**src/hw/rtl/rrwt_pkg.sv**
```systemverilog
`default_nettype none
// ----------------------------------------------------------------------------
// rrwt_pkg
// shared widths, defaults and the command type between front end and back end
// ----------------------------------------------------------------------------
package rrwt_pkg;

  localparam int BURST_W           = 16;
  localparam int JOB_W             = 6;
  localparam int TIME_W            = 22;
  localparam int MAX_PROCESSES_DEF = 16;

  localparam logic [BURST_W-1:0] QUANTUM_RESET = 16'd4;

  typedef struct packed {
    logic [BURST_W-1:0] burst;
    logic               last;
    logic               store;
  } cmd_t;

endpackage
`default_nettype wire

```
**src/hw/rtl/rrwt_queue.sv**
```systemverilog
`default_nettype none
// ----------------------------------------------------------------------------
// rrwt_queue
// two-entry command queue between the intake front end and the scheduler
// ----------------------------------------------------------------------------
module rrwt_queue (
  input  wire logic           clk,
  input  wire logic           rst,
  input  wire logic           push,
  input  wire rrwt_pkg::cmd_t push_data,
  output logic                full,
  input  wire logic           pop,
  output logic                pop_valid,
  output rrwt_pkg::cmd_t      pop_data
);

  rrwt_pkg::cmd_t slots [2];
  logic           wr_ptr;
  logic           rd_ptr;
  logic [1:0]     count;

  assign full      = (count == 2'd2);
  assign pop_valid = (count != 2'd0);
  assign pop_data  = slots[rd_ptr];

  always_ff @(posedge clk) begin
    if (push) begin
      slots[wr_ptr] <= push_data;
    end
  end

  always_ff @(posedge clk) begin
    if (rst) begin
      wr_ptr <= 1'b0;
      rd_ptr <= 1'b0;
      count  <= 2'd0;
    end else begin
      if (push) begin
        wr_ptr <= ~wr_ptr;
      end
      if (pop) begin
        rd_ptr <= ~rd_ptr;
      end
      unique case ({push, pop})
        2'b10:   count <= count + 2'd1;
        2'b01:   count <= count - 2'd1;
        default: count <= count;
      endcase
    end
  end

endmodule
`default_nettype wire

```
**src/hw/rtl/rrwt_front.sv**
```systemverilog
`default_nettype none
// ----------------------------------------------------------------------------
// rrwt_front
// intake: takes one beat per cycle while not busy, marks beats beyond capacity as
// dropped, closes the batch on the last beat until the scheduler reports done
// ----------------------------------------------------------------------------
module rrwt_front #(
  parameter int MAX_PROCESSES = rrwt_pkg::MAX_PROCESSES_DEF
) (
  input  wire logic                         clk,
  input  wire logic                         rst,
  input  wire logic                         start,
  input  wire logic [rrwt_pkg::BURST_W-1:0] burst_time,
  input  wire logic                         is_last,
  output logic                              busy,
  input  wire logic                         done,
  input  wire logic                         q_full,
  output logic                              push,
  output rrwt_pkg::cmd_t                    push_data
);

  localparam int CNT_W = $clog2(MAX_PROCESSES + 1);

  logic [CNT_W-1:0] cnt;
  logic             closed;
  logic             store;

  assign busy  = closed | q_full;
  assign push  = start & ~busy;
  assign store = (cnt < CNT_W'(MAX_PROCESSES));

  always_comb begin
    push_data.burst = burst_time;
    push_data.last  = is_last;
    push_data.store = store;
  end

  always_ff @(posedge clk) begin
    if (rst) begin
      cnt    <= '0;
      closed <= 1'b0;
    end else begin
      if (push && is_last) begin
        cnt    <= '0;
        closed <= 1'b1;
      end else begin
        if (push && store) begin
          cnt <= cnt + CNT_W'(1);
        end
        if (done) begin
          closed <= 1'b0;
        end
      end
    end
  end

endmodule
`default_nettype wire

```
**src/hw/rtl/rrwt_back.sv**
```systemverilog
`default_nettype none
// ----------------------------------------------------------------------------
// rrwt_back
// scheduler: stores jobs, walks the round-robin order over the job memories,
// then sweeps the jobs in load order and emits one result per job
// ----------------------------------------------------------------------------
module rrwt_back #(
  parameter int MAX_PROCESSES = rrwt_pkg::MAX_PROCESSES_DEF
) (
  input  wire logic                         clk,
  input  wire logic                         rst,
  input  wire logic                         quantum_we,
  input  wire logic [rrwt_pkg::BURST_W-1:0] quantum_wdata,
  input  wire logic                         q_valid,
  input  wire rrwt_pkg::cmd_t               q_data,
  output logic                              pop,
  output logic                              done,
  output logic                              valid,
  output logic [rrwt_pkg::JOB_W-1:0]        job_index,
  output logic [rrwt_pkg::TIME_W-1:0]       waiting_time,
  output logic [rrwt_pkg::TIME_W-1:0]       completion_time,
  output logic                              last_result
);

  localparam int IDX_W = $clog2(MAX_PROCESSES);
  localparam int CNT_W = $clog2(MAX_PROCESSES + 1);
  localparam int BW    = rrwt_pkg::BURST_W;
  localparam int TW    = rrwt_pkg::TIME_W;

  typedef enum logic [2:0] {
    S_IDLE,
    S_WRD,
    S_WEX,
    S_ORD,
    S_OEM
  } state_t;

  state_t           state;
  logic [BW-1:0]    quantum;
  logic [IDX_W-1:0] k;
  logic [CNT_W-1:0] n;
  logic [CNT_W-1:0] pending;
  logic [TW-1:0]    tick;

  logic [BW-1:0] rem_mem [MAX_PROCESSES];
  logic [BW-1:0] bst_mem [MAX_PROCESSES];
  logic [TW-1:0] fin_mem [MAX_PROCESSES];
  logic [BW-1:0] rem_q;
  logic [BW-1:0] bst_q;
  logic [TW-1:0] fin_q;

  logic             load;
  logic             rem_we;
  logic             fin_we;
  logic [IDX_W-1:0] wr_idx;
  logic [BW-1:0]    rem_wdata;
  logic [TW-1:0]    fin_wdata;

  logic [BW-1:0]    q_eff;
  logic [BW-1:0]    slice;
  logic [BW-1:0]    rem_new;
  logic [TW-1:0]    tick_n;
  logic             k_wrap;
  logic [CNT_W-1:0] pend_load;
  logic [CNT_W-1:0] pend_walk;

  assign q_eff     = (quantum == '0) ? BW'(1) : quantum;
  assign slice     = (rem_q < q_eff) ? rem_q : q_eff;
  assign rem_new   = rem_q - slice;
  assign tick_n    = tick + TW'(slice);
  assign k_wrap    = ((CNT_W'(k) + CNT_W'(1)) == n);
  assign pop       = (state == S_IDLE) & q_valid;
  assign load      = pop & q_data.store;
  assign pend_load = pending + ((q_data.burst != '0) ? CNT_W'(1) : CNT_W'(0));
  assign pend_walk = pending - CNT_W'(1);
  assign done      = (state == S_OEM) & k_wrap;

  always_comb begin
    rem_we    = 1'b0;
    fin_we    = 1'b0;
    wr_idx    = k;
    rem_wdata = rem_new;
    fin_wdata = tick_n;
    if (load) begin
      rem_we    = 1'b1;
      fin_we    = 1'b1;
      wr_idx    = n[IDX_W-1:0];
      rem_wdata = q_data.burst;
      fin_wdata = '0;
    end else if (state == S_WEX && rem_q != '0) begin
      rem_we = 1'b1;
      fin_we = (rem_new == '0);
    end
  end

  always_ff @(posedge clk) begin
    if (rem_we) begin
      rem_mem[wr_idx] <= rem_wdata;
    end
    if (load) begin
      bst_mem[wr_idx] <= q_data.burst;
    end
    if (fin_we) begin
      fin_mem[wr_idx] <= fin_wdata;
    end
    rem_q <= rem_mem[k];
    bst_q <= bst_mem[k];
    fin_q <= fin_mem[k];
  end

  always_ff @(posedge clk) begin
    if (rst) begin
      quantum <= rrwt_pkg::QUANTUM_RESET;
      state   <= S_IDLE;
      k       <= '0;
      n       <= '0;
      pending <= '0;
      tick    <= '0;
      valid   <= 1'b0;
    end else begin
      if (quantum_we) begin
        quantum <= quantum_wdata;
      end
      valid <= 1'b0;
      unique case (state)
        S_IDLE: begin
          if (pop) begin
            if (q_data.store) begin
              n       <= n + CNT_W'(1);
              pending <= pend_load;
            end
            if (q_data.last) begin
              k    <= '0;
              tick <= '0;
              if ((q_data.store ? pend_load : pending) == '0) begin
                state <= S_ORD;
              end else begin
                state <= S_WRD;
              end
            end
          end
        end
        S_WRD: begin
          state <= S_WEX;
        end
        S_WEX: begin
          k <= k_wrap ? '0 : k + IDX_W'(1);
          if (rem_q != '0) begin
            tick <= tick_n;
            if (rem_new == '0) begin
              pending <= pend_walk;
              if (pend_walk == '0) begin
                k     <= '0;
                state <= S_ORD;
              end else begin
                state <= S_WRD;
              end
            end else begin
              state <= S_WRD;
            end
          end else begin
            state <= S_WRD;
          end
        end
        S_ORD: begin
          state <= S_OEM;
        end
        S_OEM: begin
          valid           <= 1'b1;
          job_index       <= (rrwt_pkg::JOB_W)'(k);
          completion_time <= fin_q;
          waiting_time    <= fin_q - TW'(bst_q);
          last_result     <= k_wrap;
          if (k_wrap) begin
            state   <= S_IDLE;
            k       <= '0;
            n       <= '0;
            pending <= '0;
            tick    <= '0;
          end else begin
            k     <= k + IDX_W'(1);
            state <= S_ORD;
          end
        end
        default: state <= S_IDLE;
      endcase
    end
  end

endmodule
`default_nettype wire

```
**src/hw/rtl/round_robin_wait_time_calc_unit.sv**
```systemverilog
`default_nettype none
// ----------------------------------------------------------------------------
// round_robin_wait_time_calc_unit
// round-robin scheduling of a batch of jobs that all arrive at tick zero
// ----------------------------------------------------------------------------
// Bursts are taken one beat per cycle while busy is low, through a two-entry
// queue while a batch loads. The beat marked is_last closes the batch and busy
// stays high until the last result is out. The walk then visits each job slot
// in turn, finished jobs included, with a memory read state (S_WRD) and an
// update state (S_WEX) per visit. Results follow in load order, each read in
// S_ORD and emitted in S_OEM, each on the result ports for one cycle with valid
// high; the receiver cannot stall them. No clearing pass is needed after reset.
module round_robin_wait_time_calc_unit #(
  parameter int MAX_PROCESSES = rrwt_pkg::MAX_PROCESSES_DEF
) (
  input  wire logic                          clk,
  input  wire logic                          rst,
  input  wire logic                          time_quantum_we,
  input  wire logic [rrwt_pkg::BURST_W-1:0]  time_quantum,
  input  wire logic                          start,
  output logic                               busy,
  input  wire logic [rrwt_pkg::BURST_W-1:0]  burst_time,
  input  wire logic                          is_last,
  output logic                               valid,
  output logic [rrwt_pkg::JOB_W-1:0]         job_index,
  output logic [rrwt_pkg::TIME_W-1:0]        waiting_time,
  output logic [rrwt_pkg::TIME_W-1:0]        completion_time,
  output logic                               last_result
);

  logic           push;
  rrwt_pkg::cmd_t push_data;
  logic           q_full;
  logic           pop;
  logic           q_valid;
  rrwt_pkg::cmd_t q_data;
  logic           done;

  rrwt_front #(
    .MAX_PROCESSES(MAX_PROCESSES)
  ) u_front (
    .clk        (clk),
    .rst        (rst),
    .start      (start),
    .burst_time (burst_time),
    .is_last    (is_last),
    .busy       (busy),
    .done       (done),
    .q_full     (q_full),
    .push       (push),
    .push_data  (push_data)
  );

  rrwt_queue u_queue (
    .clk       (clk),
    .rst       (rst),
    .push      (push),
    .push_data (push_data),
    .full      (q_full),
    .pop       (pop),
    .pop_valid (q_valid),
    .pop_data  (q_data)
  );

  rrwt_back #(
    .MAX_PROCESSES(MAX_PROCESSES)
  ) u_back (
    .clk             (clk),
    .rst             (rst),
    .quantum_we      (time_quantum_we),
    .quantum_wdata   (time_quantum),
    .q_valid         (q_valid),
    .q_data          (q_data),
    .pop             (pop),
    .done            (done),
    .valid           (valid),
    .job_index       (job_index),
    .waiting_time    (waiting_time),
    .completion_time (completion_time),
    .last_result     (last_result)
  );

  a_last_closes: assert property (@(posedge clk) disable iff (rst)
    start && !busy && is_last |=> busy)
    else $error("batch not closed after last beat");

  a_index_step: assert property (@(posedge clk) disable iff (rst)
    valid && !last_result |=> !valid ##1
      (valid && job_index == $past(job_index, 2) + 6'd1))
    else $error("result beats out of order");

  a_wait_bound: assert property (@(posedge clk) disable iff (rst)
    valid |-> completion_time >= waiting_time)
    else $error("waiting time exceeds completion time");

endmodule
`default_nettype wire

```
**config.mk**
```make
export PLATFORM = sky130hd
export DESIGN_NAME = round_robin_wait_time_calc_unit
export DESIGN_NICKNAME = d
export VERILOG_FILES = /design/src/hw/rtl/rrwt_pkg.sv /design/src/hw/rtl/rrwt_queue.sv /design/src/hw/rtl/rrwt_front.sv /design/src/hw/rtl/rrwt_back.sv /design/src/hw/rtl/round_robin_wait_time_calc_unit.sv
export SDC_FILE = /design/constraint.sdc
export NUM_CORES = 1
export LEC_CHECK = 0
export ABC_CLOCK_PERIOD_IN_PS = 6300
export BUFFER_PORTS_ARGS = -buffer_cell sky130_fd_sc_hd__buf_2
export CORE_ASPECT_RATIO = 0.6
export CORE_MARGIN = 2
export CORE_UTILIZATION = 56
export CTS_CLUSTER_SIZE = 14
export DETAILED_ROUTE_END_ITERATION = 10
export PLACE_DENSITY = 0.75
export SETUP_SLACK_MARGIN = 0.05
export SLEW_MARGIN = 10
export SYNTH_ARGS = -nofsm -noshare
export SYNTH_HDL_FRONTEND = slang
export SYNTH_SLANG_ARGS = --single-unit
```
**constraint.sdc**
```tcl
create_clock -name clk -period 6.3 [get_ports clk]
set_input_delay 0.945 -clock clk [delete_from_list [all_inputs] [get_ports clk]]
set_output_delay 0.945 -clock clk [all_outputs]
set_load 0.03 [all_outputs]
```
### Word-level counts from Yosys, hierarchy flattened

Memory sizes are Yosys's and may differ from the RTL's. A register that Yosys moved wholly into a read port is not among the register bits.
Index checks and enable logic that the tools add are counted.

| word-level totals | value |
|---|---|
| flip-flop bits (word level) | 115 |
| memory bits (writable) | 900 |
| input port bits | 37 |
| output and inout port bits | 53 |
| memories | 4 |

| cells by class | value |
|---|---|
| $add $sub $neg | 11 |
| order comparisons | 2 |
| equal/unequal tests | 14 |
| mux-type cells | 53 |
| bitwise logic cells | 9 |
| reductions and logical operators | 22 |

Memories:

| name | words | bits a word | rd ports | clocked after Yosys merged registers in | wr ports | line | source |
|---|---|---|---|---|---|---|---|
| u_back.fin_mem | 16 | 22 | 1 | 1 | 1 | rrwt_back.sv:47 | `logic [TW-1:0] fin_mem [MAX_PROCESSES];` |
| u_back.bst_mem | 16 | 16 | 1 | 1 | 1 | rrwt_back.sv:46 | `logic [BW-1:0] bst_mem [MAX_PROCESSES];` |
| u_back.rem_mem | 16 | 16 | 1 | 1 | 1 | rrwt_back.sv:45 | `logic [BW-1:0] rem_mem [MAX_PROCESSES];` |
| u_queue.slots | 2 | 18 | 1 | 1 | 1 | rrwt_queue.sv:17 | `rrwt_pkg::cmd_t slots [2];` |

Operators with widths:

| operator | number |
|---|---|
| 22-bit 2-to-1 mux | 5 |
| 22-bit one-hot mux with 3 select lines | 1 |
| 16-bit 2-to-1 mux | 3 |
| 5-bit 2-to-1 mux | 7 |
| 16-bit logical NOT | 2 |
| 16-bit nonzero test | 2 |
| 4-bit 2-to-1 mux | 7 |
| 22-bit by 16-bit adder with 22-bit output | 1 |
| 22-bit by 16-bit subtractor with 22-bit output | 1 |
| 1-bit 2-to-1 mux | 18 |
| 16-bit less-than comparator | 1 |
| 16-bit subtractor | 1 |
| 3-bit one-hot mux with 5 select lines | 1 |
| 5-bit one-hot mux with 3 select lines | 1 |
| 4-bit one-hot mux with 3 select lines | 1 |
| 5-bit by 1-bit adder with 5-bit output, second input constant | 2 |
| 5-bit logical NOT | 2 |
| 2-bit 2-to-1 mux | 5 |
| 5-bit one-hot mux with 2 select lines | 1 |
| 5-bit AND reduction | 2 |
| 2-bit nonzero test | 4 |
| 3-bit by 2-bit equality test with 1-bit output, second input constant | 2 |
| 3-bit 2-to-1 mux | 2 |
| 2-bit by 1-bit != test with 1-bit output, second input constant | 3 |
| other kinds (24) | 36 |

### Logic depth before layout (Yosys ltp)

| depth | value |
|---|---|
| depth in word-level cells | 10 |
| gate-level depth with buffers | 23 |
| mapped depth without buffers | 22 |

### Modules after synthesis

Synthesis repeated with hierarchy kept, for this count alone.

| unflattened totals | value |
|---|---|
| cell total of the unflattened synthesis | 2352 |
| area, all modules | 43025.0 µm² |

Modules (own cells, without submodules):

| module | instances | cells an instance | area each (µm²) | sequential area each (µm²) |
|---|---|---|---|---|
| rrwt_back | 1 | 2224 | 41110.7 | 29618.4 |
| rrwt_queue | 1 | 78 | 1503.9 | 1181.1 |
| rrwt_front | 1 | 50 | 410.4 | 120.1 |

### Worst setup path before layout

OpenSTA, ideal clock, no wires.

| timing path | value |
|---|---|
| kind | register to register |
| from | reg u_back.quantum[6] |
| to | mem u_back.fin_mem[0][0] (netlist bit) (enable) |
| arrival time | 5654 ps |
| required time | 5899 ps |
| path slack | 246 ps |
| cell stages (with the launch flop) | 24 |
| buffers on the path | 1 |
| clock period less this slack | 6054 ps |
| path through | dfxtp_1 inv_1 ha_1 nand3_1 a211oi_1 o21a_1 o21ai_0 nor2b_1 o21bai_1 clkbuf_1 nor2_1 a31oi_1 ha_1 inv_1 fa_1 a211oi_1 o21ai_0 a31oi_1 o22ai_1 a2111oi_2 and4_4 a31o_2 nand2_1 nor2_1 |

| on the way | value |
|---|---|
| longest elaborated chain between the ends | 10 |

Ends and longest elaborated chain:

| what | line | source |
|---|---|---|
| start, declared | rrwt_back.sv:39 | `logic [BW-1:0] quantum;` |
| start signal, assigned | rrwt_back.sv:113 | `quantum <= rrwt_pkg::QUANTUM_RESET;` |
| start signal, assigned | rrwt_back.sv:122 | `quantum <= quantum_wdata;` |
| 16-bit logical NOT | rrwt_back.sv:67 | `assign q_eff = (quantum == '0) ? BW'(1) : quantum;` |
| 16-bit 2-to-1 mux * | rrwt_back.sv:67 |  |
| 16-bit less-than comparator | rrwt_back.sv:68 | `assign slice = (rem_q < q_eff) ? rem_q : q_eff;` |
| 16-bit 2-to-1 mux * | rrwt_back.sv:68 |  |
| 16-bit subtractor * | rrwt_back.sv:69 | `assign rem_new = rem_q - slice;` |
| 16-bit logical NOT * | rrwt_back.sv:92 | `fin_we = (rem_new == '0);` |
| 1-bit 2-to-1 mux * | rrwt_back.sv:90 | `end else if (state == S_WEX && rem_q != '0) begin` |
| 1-bit 2-to-1 mux * | rrwt_back.sv:84 | `if (load) begin` |
| 1-bit 2-to-1 mux * | rrwt_back.sv:103 | `if (fin_we) begin` |
| 1-bit 2-to-1 mux (not written as such) * | rrwt_back.sv:104 | `fin_mem[wr_idx] <= fin_wdata;` |
| end, declared | rrwt_back.sv:47 |  |

Every way passes the cells marked *; elsewhere a longest branch is shown, timed or not.

### Final worst setup path

| timing path | value |
|---|---|
| from | reg u_back.quantum[5] |
| to | mem u_back.fin_mem[0][5] (netlist bit) (enable) |

Same word-level chain as after synthesis.

==> metrics.md <==
| Metric | Value |
|---|---|
| Clk buf depth | 3 |
| R2r worst-path depth | 24 |
| Post-synthesis register bit count | roughly 1100 |
| Area fraction in compound gates after synthesis | 3.53% |
| Worst path slowest cell | fa_1 |
| Post-synth EDFFs | 949 |
| Final WL | 101 mm |
| CTS tree | done |
| Largest net degree at the start of global routing | 169 |
| Startpoint types | flip-flop |
| CTS-repair resized insts | 0 |
| Starting Density | 56.9% |
| Worst reg2reg setup slack | 0.43 ns |
| Buf/Inv on CP | 4 |
| Max-capacitance violation count | 0 |
| Synth Warn # | 0 |
| Clock network power share | between 20% and 30% |
| Hold Path Class | in -> reg |
| Pleak | 0.0156 uW |
| Total internal power | 15100 uW |
| Slack of the critical path | 0.429 ns |
| GRT Total Usage | 26.1% |
| Max-slew headroom | 14.7% |
| Worst path top cell family by delay | compound AO/OA/AOI/OAI gates |
| Worst-Skew Late Latency | 0.69 ns |
| Post-synthesis average cell area | 18.4 um2 |
| Worst slew pin tran | 1.28 ns |
| HPWL Detailed | approximately 65 mm |
| Synth-to-Final Area Change | 11.9% |
| Final #Nets | 2642 |
| WS Path Type | reg -> reg |
| Crit path required time | 6.69 ns |
| CP arrival | 6.26 ns |
| Final Total Pwr | 22200 uW |
| Largest family of logic cells by synthesized area | multiplexers |
| I/O pins | 90 |
| Switch share | 32.2% |
| Worst reg2reg path startpoint | u_back.quantum[5] |
| Post-synthesis adder-cell area fraction | approximately 2.2% |
| Critical-path maximum fanout | 14 |
| Power Density | 461 mW/mm2 |
| Die Height | 219 um |
| CTS root buf | clkbuf_16 |
| DRC errors left | 0 |
| XOR/XNOR Fraction of Synth Area | 1.16% |
| NetSw | 7160 uW |
| WL per Instance | 28.1 um |
| Comb pwr share | 29.6% |
| RSZ-0062 raised after global routing | no |
| Routed vias | 23187 |
| CP endpoint kind | flip-flop |
| Worst hold slack | roughly 0.46 ns |
| Ys async rst share | 0% |
| GR Overflow Total | 0 |
| Initial drt markers | 3377 |
| Setup Skew | 0.0279 ns |
| Ratio of cells with drive above 1 in the final layout | 25.9% |
| Total negative slack | 0 ns |
| Initial antenna violation count | 3 |
| Die X-Extent | 362 um |
| DR vias/cell | 6.43 |
| Num CTS Buffers | 92 |
| Worst R2R End | u_back.fin_mem[0][5] |
| Total die area | 0.0794 mm2 |
| Routed Antenna Nets | 0 |
| CP Launch Point | u_back.quantum[5] |
| # hold bufs at CTS | 0 |
| Setup crit end | u_back.fin_mem[0][5] |
| Largest incremental delay on the critical path | 0.45 ns |
| Core area | 0.0759 mm2 |
| Number of H-tree levels | 3 |
| First-pass GRT wire length | 150 mm |
| Post-synthesis mux area share | 15.5% |
| # setup viols final | 0 |
| Dpl ws | between 0.3 and 0.4 ns |
| Sequential element share of the synthesized area | 71.6% |
| Cells after Synth | between 2000 and 2500 |
| Gp weighted congestion | roughly 0.90 |
| Part of the cycle the worst path needs | about 93% |
| Final hold vios | 0 |
| TritonRoute pass-1 iters | 6 |
| Highest Clock Rate | 170 MHz |
| Part of the power in registers | a little under half |
| Row count | 78 |
| Post CTS Setup Buffer Count | 0 |
| Vias in the first global route | 22617 |
| Status | completed |
| Clock sinks | between 1000 and 1500 |
| Input/output buffers | 87 |
| Maximum vdd drop | 0.332 mV |
| Synth Flop Type | edfxtp_1 |
| Worst-path cell chain | inv_1, ha_1, nand3_1, a211oi_1, o21a_1, o21ai_0, nor2b_1, o21bai_2, buf_4, nor2_1, a31oi_1, ha_1, inv_1, fa_1, a211oi_2, o21ai_1, a31oi_1, o22ai_1, a2111oi_2, and4_4, a31o_2, nand2_1, nor2_2, buf_4 |
| Levels on crit path | 24 |
| Slew Limit Fails | 0 |
| Reg clk slew, reported paths | 0.06 ns |
| Post-synthesis simple-gate area fraction | roughly 4.3% |
| Synth cell types | 71 |
| Mapped Area | 0.0432 mm2 |
| Fin crit period | 5.87 ns |
-- registers in the layout, summed over array words and instances (netlist names), 2 cells and up, named ones only --
name and count:
u_queue.slots 36, u_back.bst_mem 256, u_back.fin_mem 352, u_back.completion_time 22, u_back.rem_q 16, u_back.waiting_time 22, u_back.quantum 16, u_back.n 5
u_back.fin_q 22, u_back.state 3, u_back.k 4, u_back.tick 22, u_back.bst_q 16, u_back.pending 5, u_back.rem_mem 256, u_front.cnt 5
u_back.job_index 4, u_queue.count 2
-- cells in the mapped netlist, types with 19 or more instances --
cell type	count	area [um2]
a21oi_1	48	240
buf_1	19	71.3
clkbuf_1	79	297
dfxtp_1	121	2420
edfxtp_1	949	28500
ha_1	70	876
inv_1	94	353
mux2_2	19	214
mux2i_1	38	380
mux4_2	270	6080
nand2_1	60	225
nand3_1	24	120
nor2_1	183	687
nor3_1	26	130
o21ai_0	58	290
xnor2_1	35	307
xor2_1	22	193
-- worst register-to-register path, stage by stage (launching register included) --
cell and delay (ns):
dfxtp_1 0.38, inv_1 0.06, ha_1 0.29, nand3_1 0.11, a211oi_1 0.23, o21a_1 0.17, o21ai_0 0.08, nor2b_1 0.14
o21bai_2 0.22, buf_4 0.28, nor2_1 0.06, a31oi_1 0.24, ha_1 0.22, inv_1 0.06, fa_1 0.45, a211oi_2 0.28
o21ai_1 0.18, a31oi_1 0.23, o22ai_1 0.14, a2111oi_2 0.40, and4_4 0.35, a31o_2 0.25, nand2_1 0.23, nor2_2 0.27
buf_4 0.27
-- worst min-delay path by stage --
stage / from / end / slack (ns) / cells past startpoint
after floorplan: u_back.k[2] / u_back.job_index[2] / 0.41 / 0
after global placement: u_back.fin_q[2] / u_back.completion_time[2] / 0.43 / 0
after detailed placement: u_back.fin_q[11] / u_back.completion_time[11] / 0.45 / 0
after CTS: burst_time[13] / u_queue.slots[0][15] / 0.42 / 1
after global routing: burst_time[13] / u_queue.slots[0][15] / 0.43 / 1
final: burst_time[9] / u_queue.slots[0][11] / 0.46 / 1
-- layout by cell type, fill, tap and decap left out, types with 13 or more instances in the layout --
cell	n
edfxtp_1	949
mux4_2	270
nor2_1	141
dfxtp_1	117
buf_4	101
inv_1	94
clkbuf_16	93
buf_2	87
ha_1	70
nand2_1	60
o21ai_0	56
a21oi_1	48
clkbuf_1	43
nor2_2	41
mux2i_1	36
xnor2_1	35
nor3_1	25
nand3_1	24
xor2_1	22
mux2_2	19
nand4_1	14
nand2b_1	13
-- layout make-up --
cell class	instances	area, um2
sequential	1070	30900
clock buffer	140	2540
timing repair buffer	194	1280
fill	5064	27600
clock inverter	25	295
antenna	1	2.50
multi-input combinational	1080	11600
tap	1000	1250
inverter	94	353
-- cell families (layout without fill, tap and decap cells) --
kind of cell / count (synthesis) / after routing
adder cells (fa/ha/maj): 73 / 73
AO/OA/AOI/OAI: 229 / 229
AND/OR/NAND/NOR: 392 / 392
buffers and inverters: 199 / 453
flip-flops: 1070 / 1070
other: 1 / 3
XOR/XNOR: 57 / 57
multiplexers: 327 / 327
-- layer usage --
metal / global-route usage [%] / vias up / wire [um]
li1: - / 9730 / -
met1: 41.1 / 11981 / 44000
met5: 0 / - / 12
met4: 5.31 / 2 / 1620
met2: 36.4 / 1344 / 43500
met3: 7.68 / 130 / 12200
-- per-stage QoR --
stage / utilization, % / std cells / instance area (um2)
detailed placement: 59.8 / 3437 / 45400
finish: 63.6 / 3604 / 48300
CTS: 63.5 / 3602 / 48200
global route: 63.6 / 3603 / 48300
floorplan: - / 2349 / 43200
global placement: 59.8 / 3437 / 45400
-- power groups by stage --
stage	clock (uW)	combinational (uW)	sequential, uW
4_1_cts	5520	6410	10200
2_1_floorplan	0	4060	10200
3_3_place_gp	0	6120	10300
5_1_grt	5790	7110	10300
6_report	5430	6590	10200
3_5_place_dp	0	6370	10400
No activity file was read; power rests on OpenSTA's default activity.
